<file path="src/rtl/thp_pkg.sv">
package thp_pkg;

    localparam int PERIOD_BITS = 8;
    localparam int DZ_BITS     = 7;
    localparam int BTN_BITS    = 13;
    localparam int STICK_BITS  = 8;
    localparam int HAT_BITS    = 4;
    localparam int LEVEL_BITS  = 2;
    localparam int CFG_IDX_BITS = 2;

    // register indexes
    localparam logic [CFG_IDX_BITS-1:0] REG_PERIOD_SLOW = 2'd0;
    localparam logic [CFG_IDX_BITS-1:0] REG_PERIOD_MID  = 2'd1;
    localparam logic [CFG_IDX_BITS-1:0] REG_PERIOD_FAST = 2'd2;
    localparam logic [CFG_IDX_BITS-1:0] REG_DEADZONE    = 2'd3;

    // register reset values
    localparam logic [PERIOD_BITS-1:0] RST_PERIOD_SLOW = 8'd50;
    localparam logic [PERIOD_BITS-1:0] RST_PERIOD_MID  = 8'd33;
    localparam logic [PERIOD_BITS-1:0] RST_PERIOD_FAST = 8'd25;
    localparam logic [DZ_BITS-1:0]     RST_DEADZONE    = 7'd64;

    localparam logic [STICK_BITS-1:0] STICK_CENTER = 8'd128;

    // speed levels
    localparam logic [LEVEL_BITS-1:0] LVL_SLOW = 2'd0;
    localparam logic [LEVEL_BITS-1:0] LVL_MID  = 2'd1;
    localparam logic [LEVEL_BITS-1:0] LVL_FAST = 2'd2;

    // pad button bit positions
    localparam int BTN_SOUTH  = 0;
    localparam int BTN_EAST   = 1;
    localparam int BTN_WEST   = 2;
    localparam int BTN_NORTH  = 3;
    localparam int BTN_L1     = 4;
    localparam int BTN_R1     = 5;
    localparam int BTN_SELECT = 6;
    localparam int BTN_START  = 7;
    localparam int BTN_HOME   = 8;
    localparam int BTN_UP     = 9;
    localparam int BTN_DOWN   = 10;
    localparam int BTN_LEFT   = 11;
    localparam int BTN_RIGHT  = 12;

    // hat codes
    localparam logic [HAT_BITS-1:0] HAT_UP        = 4'd0;
    localparam logic [HAT_BITS-1:0] HAT_UPRIGHT   = 4'd1;
    localparam logic [HAT_BITS-1:0] HAT_RIGHT     = 4'd2;
    localparam logic [HAT_BITS-1:0] HAT_DOWNRIGHT = 4'd3;
    localparam logic [HAT_BITS-1:0] HAT_DOWN      = 4'd4;
    localparam logic [HAT_BITS-1:0] HAT_DOWNLEFT  = 4'd5;
    localparam logic [HAT_BITS-1:0] HAT_LEFT      = 4'd6;
    localparam logic [HAT_BITS-1:0] HAT_UPLEFT    = 4'd7;
    localparam logic [HAT_BITS-1:0] HAT_NONE      = 4'd8;

    typedef struct packed {
        logic                button_two;
        logic                button_one;
        logic                select_out;
        logic                run_out;
        logic [HAT_BITS-1:0] hat;
    } report_t;

endpackage

</file>
<file path="src/rtl/thp_div.sv">
// Restoring divider, one quotient bit per cycle. Only the quotient LSB is
// kept: the turbo phase is the parity of elapsed / period.
module thp_div #(
    parameter int W = 32
) (
    input  logic                              aclk,
    input  logic                              aresetn,
    input  logic                              start,
    input  logic [W-1:0]                      dividend,
    input  logic [thp_pkg::PERIOD_BITS-1:0]   divisor,
    output logic                              done,
    output logic                              q_lsb
);
    import thp_pkg::*;

    localparam int CNT_BITS = $clog2(W);

    logic                    busy_reg;
    logic [CNT_BITS-1:0]     cnt_reg;
    logic [W-1:0]            shift_reg;
    logic [PERIOD_BITS-1:0]  rem_reg;
    logic [PERIOD_BITS-1:0]  dvs_reg;
    logic                    done_reg;
    logic                    q_reg;

    logic [PERIOD_BITS:0]    trial;
    logic                    ge;
    logic [PERIOD_BITS:0]    diff;

    assign trial = {rem_reg, shift_reg[W-1]};
    assign ge    = trial >= {1'b0, dvs_reg};
    assign diff  = trial - {1'b0, dvs_reg};

    always_ff @(posedge aclk) begin
        if (!aresetn) begin
            busy_reg <= 1'b0;
            done_reg <= 1'b0;
        end else begin
            done_reg <= 1'b0;
            if (start && !busy_reg) begin
                busy_reg <= 1'b1;
                cnt_reg  <= CNT_BITS'(W - 1);
            end else if (busy_reg) begin
                cnt_reg <= cnt_reg - 1'b1;
                if (cnt_reg == '0) begin
                    busy_reg <= 1'b0;
                    done_reg <= 1'b1;
                end
            end
        end
    end

    always_ff @(posedge aclk) begin
        if (start && !busy_reg) begin
            shift_reg <= dividend;
            rem_reg   <= '0;
            dvs_reg   <= divisor;
        end else if (busy_reg) begin
            shift_reg <= {shift_reg[W-2:0], 1'b0};
            rem_reg   <= ge ? diff[PERIOD_BITS-1:0] : trial[PERIOD_BITS-1:0];
            q_reg     <= ge;
        end
    end

    assign done  = done_reg;
    assign q_lsb = q_reg;

endmodule

</file>
<file path="src/rtl/thp_map.sv">
// Report builder: direct buttons, turbo merge, stick deadzone and hat priority.
module thp_map (
    input  logic [thp_pkg::BTN_BITS-1:0]   buttons,
    input  logic [thp_pkg::STICK_BITS-1:0] stick_x,
    input  logic [thp_pkg::STICK_BITS-1:0] stick_y,
    input  logic [thp_pkg::DZ_BITS-1:0]    deadzone,
    input  logic                           turbo_two,
    input  logic                           turbo_one,
    output thp_pkg::report_t               report
);
    import thp_pkg::*;

    logic [STICK_BITS:0] x_ext, y_ext, x_plus, y_plus, hi;
    logic up, down, left, right;

    // x < 128 - dz  <=>  x + dz < 128, no negative values needed
    assign x_ext  = {1'b0, stick_x};
    assign y_ext  = {1'b0, stick_y};
    assign x_plus = x_ext + {2'b00, deadzone};
    assign y_plus = y_ext + {2'b00, deadzone};
    assign hi     = {1'b0, STICK_CENTER} + {2'b00, deadzone};

    assign up    = buttons[BTN_UP]    || (y_plus < {1'b0, STICK_CENTER});
    assign down  = buttons[BTN_DOWN]  || (y_ext > hi);
    assign left  = buttons[BTN_LEFT]  || (x_plus < {1'b0, STICK_CENTER});
    assign right = buttons[BTN_RIGHT] || (x_ext > hi);

    always_comb begin
        report.button_two = buttons[BTN_SOUTH] | turbo_two;
        report.button_one = buttons[BTN_EAST]  | turbo_one;
        report.select_out = buttons[BTN_SELECT] | buttons[BTN_HOME];
        report.run_out    = buttons[BTN_START]  | buttons[BTN_HOME];
        // diagonals first, then single directions
        if (up && right)        report.hat = HAT_UPRIGHT;
        else if (up && left)    report.hat = HAT_UPLEFT;
        else if (down && right) report.hat = HAT_DOWNRIGHT;
        else if (down && left)  report.hat = HAT_DOWNLEFT;
        else if (up)            report.hat = HAT_UP;
        else if (down)          report.hat = HAT_DOWN;
        else if (left)          report.hat = HAT_LEFT;
        else if (right)         report.hat = HAT_RIGHT;
        else                    report.hat = HAT_NONE;
    end

endmodule

</file>
<file path="src/rtl/gamepad_turbo_hat_mapper.sv">
// Turbo pad mapper: pad updates and millisecond ticks in, console reports out.
//
// Input channel (s_valid/s_ready): s_mode 0 is a pad update carrying
// s_pad_buttons, s_stick_x and s_stick_y; s_mode 1 is a one-millisecond tick
// whose payload fields are ignored. Every update yields one report. A tick
// yields one report only while west or north (turbo) is held, else nothing.
// Result channel (m_valid/m_ready): button II, button I, select, run, hat.
// Configuration: cfg_we writes cfg_wdata into register cfg_index (0 slow,
// 1 mid, 2 fast half-period in ms, 3 stick deadzone); write only while idle.
//
// Flow: one item at a time. A report costs two passes of a shared
// one-bit-per-cycle divider (elapsed / half-period for west, then north),
// then the report is loaded into the output slot and m_valid rises. The
// next item can be accepted once the sequencer is back in idle.
// A tick with no turbo held is consumed straight from idle and s_ready stays high.
// Reset (aresetn low, synchronous) restores register defaults, clears the
// stored pad, sets speed level mid and drops any pending report.
// If the receiver stalls, the finished report waits in the output register;
// the next item may be accepted, but its report waits until the slot frees.
module gamepad_turbo_hat_mapper #(
    parameter int ELAPSED_BITS = 32
) (
    input  logic                                 aclk,
    input  logic                                 aresetn,
    // configuration
    input  logic                                 cfg_we,
    input  logic [thp_pkg::CFG_IDX_BITS-1:0]     cfg_index,
    input  logic [thp_pkg::PERIOD_BITS-1:0]      cfg_wdata,
    // input items
    input  logic                                 s_valid,
    output logic                                 s_ready,
    input  logic                                 s_mode,
    input  logic [thp_pkg::BTN_BITS-1:0]         s_pad_buttons,
    input  logic [thp_pkg::STICK_BITS-1:0]       s_stick_x,
    input  logic [thp_pkg::STICK_BITS-1:0]       s_stick_y,
    // result items
    output logic                                 m_valid,
    input  logic                                 m_ready,
    output logic                                 m_button_two,
    output logic                                 m_button_one,
    output logic                                 m_select_out,
    output logic                                 m_run_out,
    output logic [thp_pkg::HAT_BITS-1:0]         m_hat
);
    import thp_pkg::*;

    // sequencer states
    localparam logic [2:0] ST_IDLE   = 3'd0;
    localparam logic [2:0] ST_WSTART = 3'd1;
    localparam logic [2:0] ST_WWAIT  = 3'd2;
    localparam logic [2:0] ST_NSTART = 3'd3;
    localparam logic [2:0] ST_NWAIT  = 3'd4;
    localparam logic [2:0] ST_PEND   = 3'd5;

    logic [2:0]              state_reg;

    // config registers
    logic [PERIOD_BITS-1:0]  per_slow_reg, per_mid_reg, per_fast_reg;
    logic [DZ_BITS-1:0]      dz_reg;

    // pad state
    logic [BTN_BITS-1:0]     btn_reg;
    logic [STICK_BITS-1:0]   x_reg, y_reg;
    logic [LEVEL_BITS-1:0]   level_reg;
    logic                    l1_prev_reg, r1_prev_reg;
    logic                    west_held_reg, north_held_reg;
    logic [ELAPSED_BITS-1:0] west_ms_reg, north_ms_reg;

    // per-item working state
    logic [PERIOD_BITS-1:0]  period_reg;
    logic                    west_odd_reg, north_odd_reg;

    // output slot
    logic                    out_valid_reg;
    report_t                 out_reg;

    logic                    accept, out_free;
    logic                    l1, r1, west_b, north_b;
    logic [LEVEL_BITS-1:0]   level_dn, level_next;
    logic [PERIOD_BITS-1:0]  period_sel;
    logic                    div_start, div_done, div_q;
    logic [ELAPSED_BITS-1:0] div_dividend;
    report_t                 report;

    assign s_ready  = (state_reg == ST_IDLE);
    assign accept   = s_valid && s_ready;
    assign out_free = !out_valid_reg || m_ready;

    assign l1      = s_pad_buttons[BTN_L1];
    assign r1      = s_pad_buttons[BTN_R1];
    assign west_b  = s_pad_buttons[BTN_WEST];
    assign north_b = s_pad_buttons[BTN_NORTH];

    // L1 edge lowers first, then R1 edge raises; both clamp to slow..fast
    assign level_dn   = (l1 && !l1_prev_reg && level_reg != LVL_SLOW) ?
                        level_reg - 1'b1 : level_reg;
    assign level_next = (r1 && !r1_prev_reg && level_dn < LVL_FAST) ?
                        level_dn + 1'b1 : level_dn;

    // half-period from the level before this item; zero acts as one
    always_comb begin
        case (level_reg)
            LVL_SLOW: period_sel = per_slow_reg;
            LVL_MID:  period_sel = per_mid_reg;
            default:  period_sel = per_fast_reg;
        endcase
        if (period_sel == '0) period_sel = PERIOD_BITS'(1);
    end

    always_ff @(posedge aclk) begin
        if (!aresetn) begin
            per_slow_reg <= RST_PERIOD_SLOW;
            per_mid_reg  <= RST_PERIOD_MID;
            per_fast_reg <= RST_PERIOD_FAST;
            dz_reg       <= RST_DEADZONE;
        end else if (cfg_we) begin
            case (cfg_index)
                REG_PERIOD_SLOW: per_slow_reg <= cfg_wdata;
                REG_PERIOD_MID:  per_mid_reg  <= cfg_wdata;
                REG_PERIOD_FAST: per_fast_reg <= cfg_wdata;
                REG_DEADZONE:    dz_reg       <= cfg_wdata[DZ_BITS-1:0];
                default:         ;
            endcase
        end
    end

    // sequencer and pad state
    always_ff @(posedge aclk) begin
        if (!aresetn) begin
            state_reg      <= ST_IDLE;
            btn_reg        <= '0;
            x_reg          <= STICK_CENTER;
            y_reg          <= STICK_CENTER;
            level_reg      <= LVL_MID;
            l1_prev_reg    <= 1'b0;
            r1_prev_reg    <= 1'b0;
            west_held_reg  <= 1'b0;
            north_held_reg <= 1'b0;
            west_ms_reg    <= '0;
            north_ms_reg   <= '0;
        end else begin
            case (state_reg)
                ST_IDLE: begin
                    if (accept && !s_mode) begin
                        btn_reg     <= s_pad_buttons;
                        x_reg       <= s_stick_x;
                        y_reg       <= s_stick_y;
                        level_reg   <= level_next;
                        l1_prev_reg <= l1;
                        r1_prev_reg <= r1;
                        period_reg  <= period_sel;
                        // new press restarts its count
                        if (west_b && !west_held_reg) west_ms_reg <= '0;
                        if (north_b && !north_held_reg) north_ms_reg <= '0;
                        west_held_reg  <= west_b;
                        north_held_reg <= north_b;
                        state_reg      <= ST_WSTART;
                    end else if (accept && (west_held_reg || north_held_reg)) begin
                        // tick: stored pad already settled the shoulder edges
                        if (west_held_reg)  west_ms_reg  <= west_ms_reg + 1'b1;
                        if (north_held_reg) north_ms_reg <= north_ms_reg + 1'b1;
                        period_reg <= period_sel;
                        state_reg  <= ST_WSTART;
                    end
                end
                ST_WSTART: state_reg <= ST_WWAIT;
                ST_WWAIT: begin
                    if (div_done) begin
                        west_odd_reg <= div_q;
                        state_reg    <= ST_NSTART;
                    end
                end
                ST_NSTART: state_reg <= ST_NWAIT;
                ST_NWAIT: begin
                    if (div_done) begin
                        north_odd_reg <= div_q;
                        state_reg     <= ST_PEND;
                    end
                end
                ST_PEND: begin
                    if (out_free) state_reg <= ST_IDLE;
                end
                default: state_reg <= ST_IDLE;
            endcase
        end
    end

    assign div_start    = (state_reg == ST_WSTART) || (state_reg == ST_NSTART);
    assign div_dividend = (state_reg == ST_WSTART) ? west_ms_reg : north_ms_reg;

    thp_div #(
        .W (ELAPSED_BITS)
    ) u_div (
        .aclk     (aclk),
        .aresetn  (aresetn),
        .start    (div_start),
        .dividend (div_dividend),
        .divisor  (period_reg),
        .done     (div_done),
        .q_lsb    (div_q)
    );

    // turbo is on during even half-periods
    thp_map u_map (
        .buttons   (btn_reg),
        .stick_x   (x_reg),
        .stick_y   (y_reg),
        .deadzone  (dz_reg),
        .turbo_two (west_held_reg && !west_odd_reg),
        .turbo_one (north_held_reg && !north_odd_reg),
        .report    (report)
    );

    // output slot
    always_ff @(posedge aclk) begin
        if (!aresetn) begin
            out_valid_reg <= 1'b0;
        end else if (state_reg == ST_PEND && out_free) begin
            out_valid_reg <= 1'b1;
        end else if (m_ready) begin
            out_valid_reg <= 1'b0;
        end
    end

    always_ff @(posedge aclk) begin
        if (state_reg == ST_PEND && out_free) out_reg <= report;
    end

    assign m_valid      = out_valid_reg;
    assign m_button_two = out_reg.button_two;
    assign m_button_one = out_reg.button_one;
    assign m_select_out = out_reg.select_out;
    assign m_run_out    = out_reg.run_out;
    assign m_hat        = out_reg.hat;

endmodule

</file>
<file path="config.mk">
export PLATFORM = sky130hd
export DESIGN_NAME = gamepad_turbo_hat_mapper
export DESIGN_NICKNAME = d
export VERILOG_FILES = /design/src/rtl/thp_pkg.sv /design/src/rtl/thp_div.sv /design/src/rtl/thp_map.sv /design/src/rtl/gamepad_turbo_hat_mapper.sv
export SDC_FILE = /design/constraint.sdc
export NUM_CORES = 1
export LEC_CHECK = 0
export BUFFER_PORTS_ARGS = -buffer_cell sky130_fd_sc_hd__buf_4
export CAP_MARGIN = 20
export CORE_MARGIN = 5
export CORE_UTILIZATION = 55
export CTS_CLUSTER_SIZE = 25
export DETAILED_ROUTE_END_ITERATION = 10
export GPL_ROUTABILITY_DRIVEN = 0
export PLACE_DENSITY = 0.76
export SYNTH_ARGS = -nofsm -noshare
export SYNTH_HDL_FRONTEND = slang
export SYNTH_HIERARCHICAL = 1
export SYNTH_SLANG_ARGS = --single-unit
</file>
<file path="constraint.sdc">
create_clock -name aclk -period 2.15 [get_ports aclk]
set_clock_uncertainty 0.15 [all_clocks]
set_input_delay 0.1075 -clock aclk [delete_from_list [all_inputs] [get_ports aclk]]
set_output_delay 0.1075 -clock aclk [all_outputs]
set_load 0.01 [all_outputs]
</file>
Yosys cells after proc, flatten, opt, wreduce, memory -nomap -nowiden. Cells that the tools add are included.

Word-level logic and storage cells: 168. Bits of input ports: 45. Bits in registers: 208. Output and inout bits: 10.

Reduce and logical (&&, ||, !) cells: 60. $add $sub $neg: 9. Order comparisons: 6. Eq/ne operators: 15. Bitwise operators: 7. Muxes and demuxes: 38.

Operators with widths (number): 32-bit 2-to-1 mux (11); 32-bit by 1-bit adder with 32-bit output (second input constant) (2); 3-bit 2-to-1 mux (11); 8-bit 2-to-1 mux (4); 8-bit by 7-bit adder with 9-bit output (2); 8-bit by 9-bit > comparator with 1-bit output (2); 9-bit by 8-bit < comparator with 1-bit output (second input constant) (2); 3-bit one-hot mux with 6 select lines (1); 1-bit logical AND (17); 8-bit one-hot mux with 2 select lines (1); 2-bit AND reduction (7); 4-bit AND reduction (3); 2-bit nonzero test (6); 8-bit by 7-bit adder with 9-bit output (first input constant) (1); 9-bit by 8-bit greater-or-equal comparator with 1-bit output (1); 1-bit logical NOT (9); 3-bit AND reduction (3); 8-bit logical NOT (1); 2-bit by 1-bit inequality test with 1-bit output (second input constant) (4); 8-bit subtractor (1); 1-bit logical OR (7); 7-bit OR reduction (1); 3-bit by 2-bit == test with 1-bit output (second input constant) (2); 3-bit == test (second input constant) (2); other kinds (20) (34).

Depth between registers and ports, before layout.
Word-level depth: 10. Mapped depth: 9. Mapped depth without buffers: 8.

Cells and area by module. The synthesis kept the hierarchy.

By module, submodules not included: gamepad_turbo_hat_mapper (times used 1, cells each 799, area each 6835.3 µm², sequential area each 3143.0 µm²); thp_div (times used 1, cells each 276, area each 2762.6 µm², sequential area each 1581.5 µm²); thp_map (times used 1, cells each 92, area each 744.5 µm², sequential area each 0.0 µm²).

Worst setup path before layout. OpenSTA, ideal clock, no wires.

Path kind: reg2reg. From: reg state_reg[0]. To: reg u_div.shift_reg[23], data pin. Cell stages (with the launch flop): 9. Setup time: 255 ps. Data arrival time: 1968 ps. Path slack: -223 ps. Buffers on the path: 3. Required time: 1745 ps. Clock period less this slack: 2373 ps. Cells stage by stage: dfxtp_1 > buf_2 > nor2b_1 > nor2b_1 > clkbuf_1 > clkbuf_1 > mux2_2 > nand2_1 > nand2_1.

Longest elaborated chain between the ends: 4. Elaborated cells between the ends (all ways): 6. Those cells by class: 2 x eq/ne; 2 x mux; 2 x reduce/logical.

RTL lines: start: declaration (line gamepad_turbo_hat_mapper.sv:55) `logic [2:0] state_reg;`; start signal: assignment (line gamepad_turbo_hat_mapper.sv:130) `state_reg <= ST_IDLE;`; start signal: assignment (line gamepad_turbo_hat_mapper.sv:157) `state_reg <= ST_WSTART;`; start signal: assignment (line gamepad_turbo_hat_mapper.sv:163) `state_reg <= ST_WSTART;`; 3-bit by 1-bit == test with 1-bit output or 3-bit by 2-bit == test with 1-bit output (tied branches) (line gamepad_turbo_hat_mapper.sv:188) `assign div_start = (state_reg == ST_WSTART) || (state_reg == ST_NSTART);`; 1-bit logical OR (*) (line gamepad_turbo_hat_mapper.sv:188); via div_start (line gamepad_turbo_hat_mapper.sv:81) `logic div_start, div_done, div_q;`; 1-bit logical AND (*) (line thp_div.sv:54) `if (start && !busy_reg) begin`; 32-bit 2-to-1 mux (*) (line thp_div.sv:54); end signal: assignment (line thp_div.sv:55) `shift_reg <= dividend;`; end signal: assignment (line thp_div.sv:59) `shift_reg <= {shift_reg[W-2:0], 1'b0};`; end: declaration (line thp_div.sv:20) `logic [W-1:0] shift_reg;`.

Mark *: on every way through the listed nets, which the timed path passes. The rest lies on a longest branch. A chain may end at the register's enable or synchronous reset.

Worst setup path after layout.
From: reg state_reg[2]. To: reg north_ms_reg[17].

Longest elaborated chain between the ends: 5. Elaborated cells between the ends (all ways): 9. Those cells by class: 1 x eq/ne; 1 x mux; 7 x reduce/logical.

RTL lines: 3-bit logical NOT (*) (line gamepad_turbo_hat_mapper.sv:85, gamepad_turbo_hat_mapper.sv:142); 1-bit logical AND (line gamepad_turbo_hat_mapper.sv:86) `assign accept = s_valid && s_ready;`; 1-bit logical AND, on equally long branches (line gamepad_turbo_hat_mapper.sv:144, gamepad_turbo_hat_mapper.sv:158); 2-bit by 1-bit inequality test with 1-bit output (no line) or 2-bit nonzero test (tied branches); 4-bit AND reduction (no line); end signal: assignment (line gamepad_turbo_hat_mapper.sv:161) `if (north_held_reg) north_ms_reg <= north_ms_reg + 1'b1;`; end: declaration (line gamepad_turbo_hat_mapper.sv:67) `logic [ELAPSED_BITS-1:0] west_ms_reg, north_ms_reg;`.

Every way passes the cells marked *; elsewhere a longest branch is shown, timed or not.

==> load_flow_metrics.sql <==
INSERT INTO impl_metrics (metric_group, metric, value, unit) VALUES
('setup_path', 'worst-endpoint-required', '2.42', 'ns'),
('floorplan', 'initial_utilization', '55.7', '%'),
('floorplan', 'fp.dieW', '147', 'um'),
('outcome', 'status', 'complete, but fails checks', ''),
('route', 'wirelength', '29800', 'um'),
('clock_tree', 'cts-buffers-inserted', '23', ''),
('setup_path', 'critical_path.cell_chain', 'or4b_4, buf_4, a21oi_1, buf_4, nand4_1, or3_1, o21ai_0', ''),
('sta', 'share_of_the_clock_period_used_by_the_worst_path_after_layout', '104', '%'),
('setup_path', 'crit_path_start', 'state_reg[2]', ''),
('placement', 'dpl.cell_count', '1508', ''),
('synth', 'synthMostInstantiatedCell', 'nand2_1', ''),
('clock_tree', 'cts_num_sinks', '204', ''),
('route', 'total_drc_errors_in_the_routed_layout', '0', ''),
('grt', 'met1_use_gr', '29.9', '%'),
('setup_path', 'worst_path_max_delay_cell', 'or4b_4', ''),
('setup_path', 'worstPathBufferInverterCount', '2', ''),
('sta', 'postLayoutSetupSlackWorst', '-0.0764', 'ns'),
('route', 'drtPass1Iterations', '5', ''),
('synth', 'synth_common_cells', 'nand2_1, dfxtp_1, a21oi_1', ''),
('grt', 'grt.overflow.total', '0', ''),
('grt', 'globalRouteMet3Util', '2.99', '%'),
('synth', 'dominantRegCellSynth', 'dfxtp_1', ''),
('route', 'detailroute.via_count', '9693', ''),
('floorplan', 'die-area', '0.0216', 'mm^2'),
('pwr', 'ir_worst_vdd', '0.685', 'mV'),
('sta', 'rsz0062_at_grt', 'true', ''),
('grt', 'grt_util_met2', '45.1', '%'),
('grt', 'antenna_found_initial', '0', ''),
('setup_path', 'worst_setup_path_endpoint', 'north_ms_reg[17]', ''),
('placement', 'dp.final_hpwl', '18300', 'um'),
('synth', 'synthDistinctLibCells', '82', ''),
('synth', 'yosysWarningCount', '6', ''),
('synth', 'cell_type_with_the_highest_aggregate_area_in_the_netlist', 'dfxtp_1', ''),
('floorplan', 'rows', '50', ''),
('pwr', 'p_leak', '5.50', 'nW'),
('sta', 'min_cycle_time_layout', '2.23', 'ns'),
('grt', 'grt-busiest-layer', 'met2', ''),
('synth', 'synth.area.top_cells', 'dfxtp_1, edfxtp_1, nand2_1', ''),
('clock_tree', 'cts_root_buffer', 'clkbuf_16', ''),
('sta', 'fin_hold_ws', '-0.0178', 'ns'),
('cells_and_area', 'final-instance-count-excl-fill', '1621', ''),
('clock_tree', 'cts_tree', 'done', ''),
('route', 'route.detailed.vias_per_inst', '5.98', ''),
('sta', 'worst_pin_slew', '0.573', 'ns'),
('cells_and_area', 'post_route_cells_drive_above_1_share', '24.9', '%'),
('clock_tree', 'htree_levels', '1', ''),
('setup_path', 'cp_max_fo', '6', ''),
('min_path', 'min_delay_worst_type', 'primary input to flip-flop', ''),
('setup_path', 'critPathKind', 'flip-flop to flip-flop', ''),
('job', 'timing.max_cap.violations', '0', ''),
('floorplan', 'chipHeight', '147', 'um'),
('sta', 'hold_viol_final', '4', ''),
('outcome', 'failed_checks', 'negative hold slack, negative setup slack', ''),
('cells_and_area', 'synthToLayoutAreaGrowth', '31.7', '%'),
('synth', 'synth_fp_nets', '1254', ''),
('synth', 'ys_async_sr_fraction', '0', '%'),
('setup_path', 'reg2reg_to', 'north_ms_reg[17]', ''),
('sta', 'report.final.setup_viol', '11', ''),
('setup_path', 'timing.critical_path.to_type', 'flip-flop', ''),
('sta', 'timing.fmax', '0.449', 'GHz'),
('pwr', 'power.density', '798', 'mW/mm^2'),
('sta', 'report.final.slew_viol_count', '0', ''),
('setup_path', 'startpoint_type', 'flip-flop', ''),
('synth', 'synth_top_area_share', '27.1', '%'),
('cells_and_area', 'post-route-util', '73.3', '%'),
('sta', 'max_slew_margin_vs_limit', '61.7', '%'),
('clock_tree', 'cts.reportedPaths.clkPinSlew', '0.06', 'ns'),
('synth', 'synthesis.area', '0.0103', 'mm^2'),
('route', 'drt_iter0_markers', '729', ''),
('grt', 'largest_net_degree_at_the_start_of_global_routing', '47', ''),
('placement', 'io_buffers', '54', '');
-- power by group --
| group | internal [mW] | switching [mW] | total [mW] | leakage (nW) |
|---|---|---|---|---|
| clock | 2.75 | 1.59 | 4.34 | 0.402 |
| combinational | 1.04 | 1.15 | 2.20 | 3.37 |
| sequential | 4.21 | 0.126 | 4.34 | 1.73 |
-- cells in the final DEF (no fill, tap or decap), types with 31 or more instances in the layout --
cell type	n
nand2_1	247
buf_4	173
dfxtp_1	133
a21oi_1	85
nor2_1	76
edfxtp_1	64
dlygate4sd3_1	47
o21ai_0	38
nand3_1	38
ha_1	31
-- layer usage --
metal  vias up  wire length [um]
met5         -                 0
met3       104              1650
li1       4566                 -
met2       407             15200
met1      4616             11600
met4         0              1390
-- worst min-delay path, delay by kind of cell --
kind,cells,cell delay [ns]
and+or+nand+nor,3,0.31
buffers and inverters,1,0.12
AOI/OAI and AO/OA,1,0.05
-- repair_timing --
| action | 4_1_cts | 5_1_grt |
|---|---|---|
| cloned | 1 | 5 |
| setup buffers | 3 | 15 |
| hold endpoints to repair | 65 | 0 |
| hold buffers | 48 | 0 |
| setup endpoints to repair | 16 | 54 |
| pin swaps | 16 | 28 |
| resized for setup | 14 | 54 |
-- cells by family (layout without fill, tap and decap cells) --
group / Yosys count / in the layout / share of synthesized area [%]
AOI/OAI and AO/OA: 240 / 240 / 14.8
xor gates and xnor gates: 21 / 21 / 1.78
buffers and inverters: 98 / 317 / 3.75
muxes: 52 / 52 / 5.38
DFF: 204 / 204 / 45.7
and+or+nand+nor: 510 / 511 / 23.4
adders and majority gates: 42 / 42 / 5.15
-- worst min-delay path by stage --
stage,cells after the start,endpoint,start
3_5_place_dp,3,y_reg[7],s_stick_y[7]
5_1_grt,5,per_fast_reg[7],cfg_we
4_1_cts,5,per_fast_reg[2],cfg_we
6_report,5,per_fast_reg[1],cfg_we
2_1_floorplan,2,per_fast_reg[0],cfg_wdata[0]
3_3_place_gp,3,y_reg[7],s_stick_y[7]
-- area by class of cell --
| type | count | area (um^2) |
|---|---|---|
| Timing Repair Buffer | 235 | 2060 |
| Tap cell | 234 | 293 |
| Multi-Input combinational cell | 866 | 5550 |
| Fill cell | 1241 | 4960 |
| Inverter | 40 | 153 |
| Sequential cell | 204 | 4730 |
| Clock buffer | 33 | 663 |
| Clock inverter | 9 | 178 |
-- metrics by stage --
step                      hold WS, ns  area (um^2)  setup slack [ns]  TNS (ns)
after global placement          0.189        11800           -0.0465    -0.158
after global routing           0.0322        13600            -0.152     -1.89
after detailed placement        0.200        11800            -0.111    -0.429
after floorplan                0.0815        10400           -0.0293   -0.0293
final                         -0.0178        13600           -0.0764    -0.404
after CTS                      0.0698        13200           -0.0788    -0.320
(Power assumes the default switching activity.)
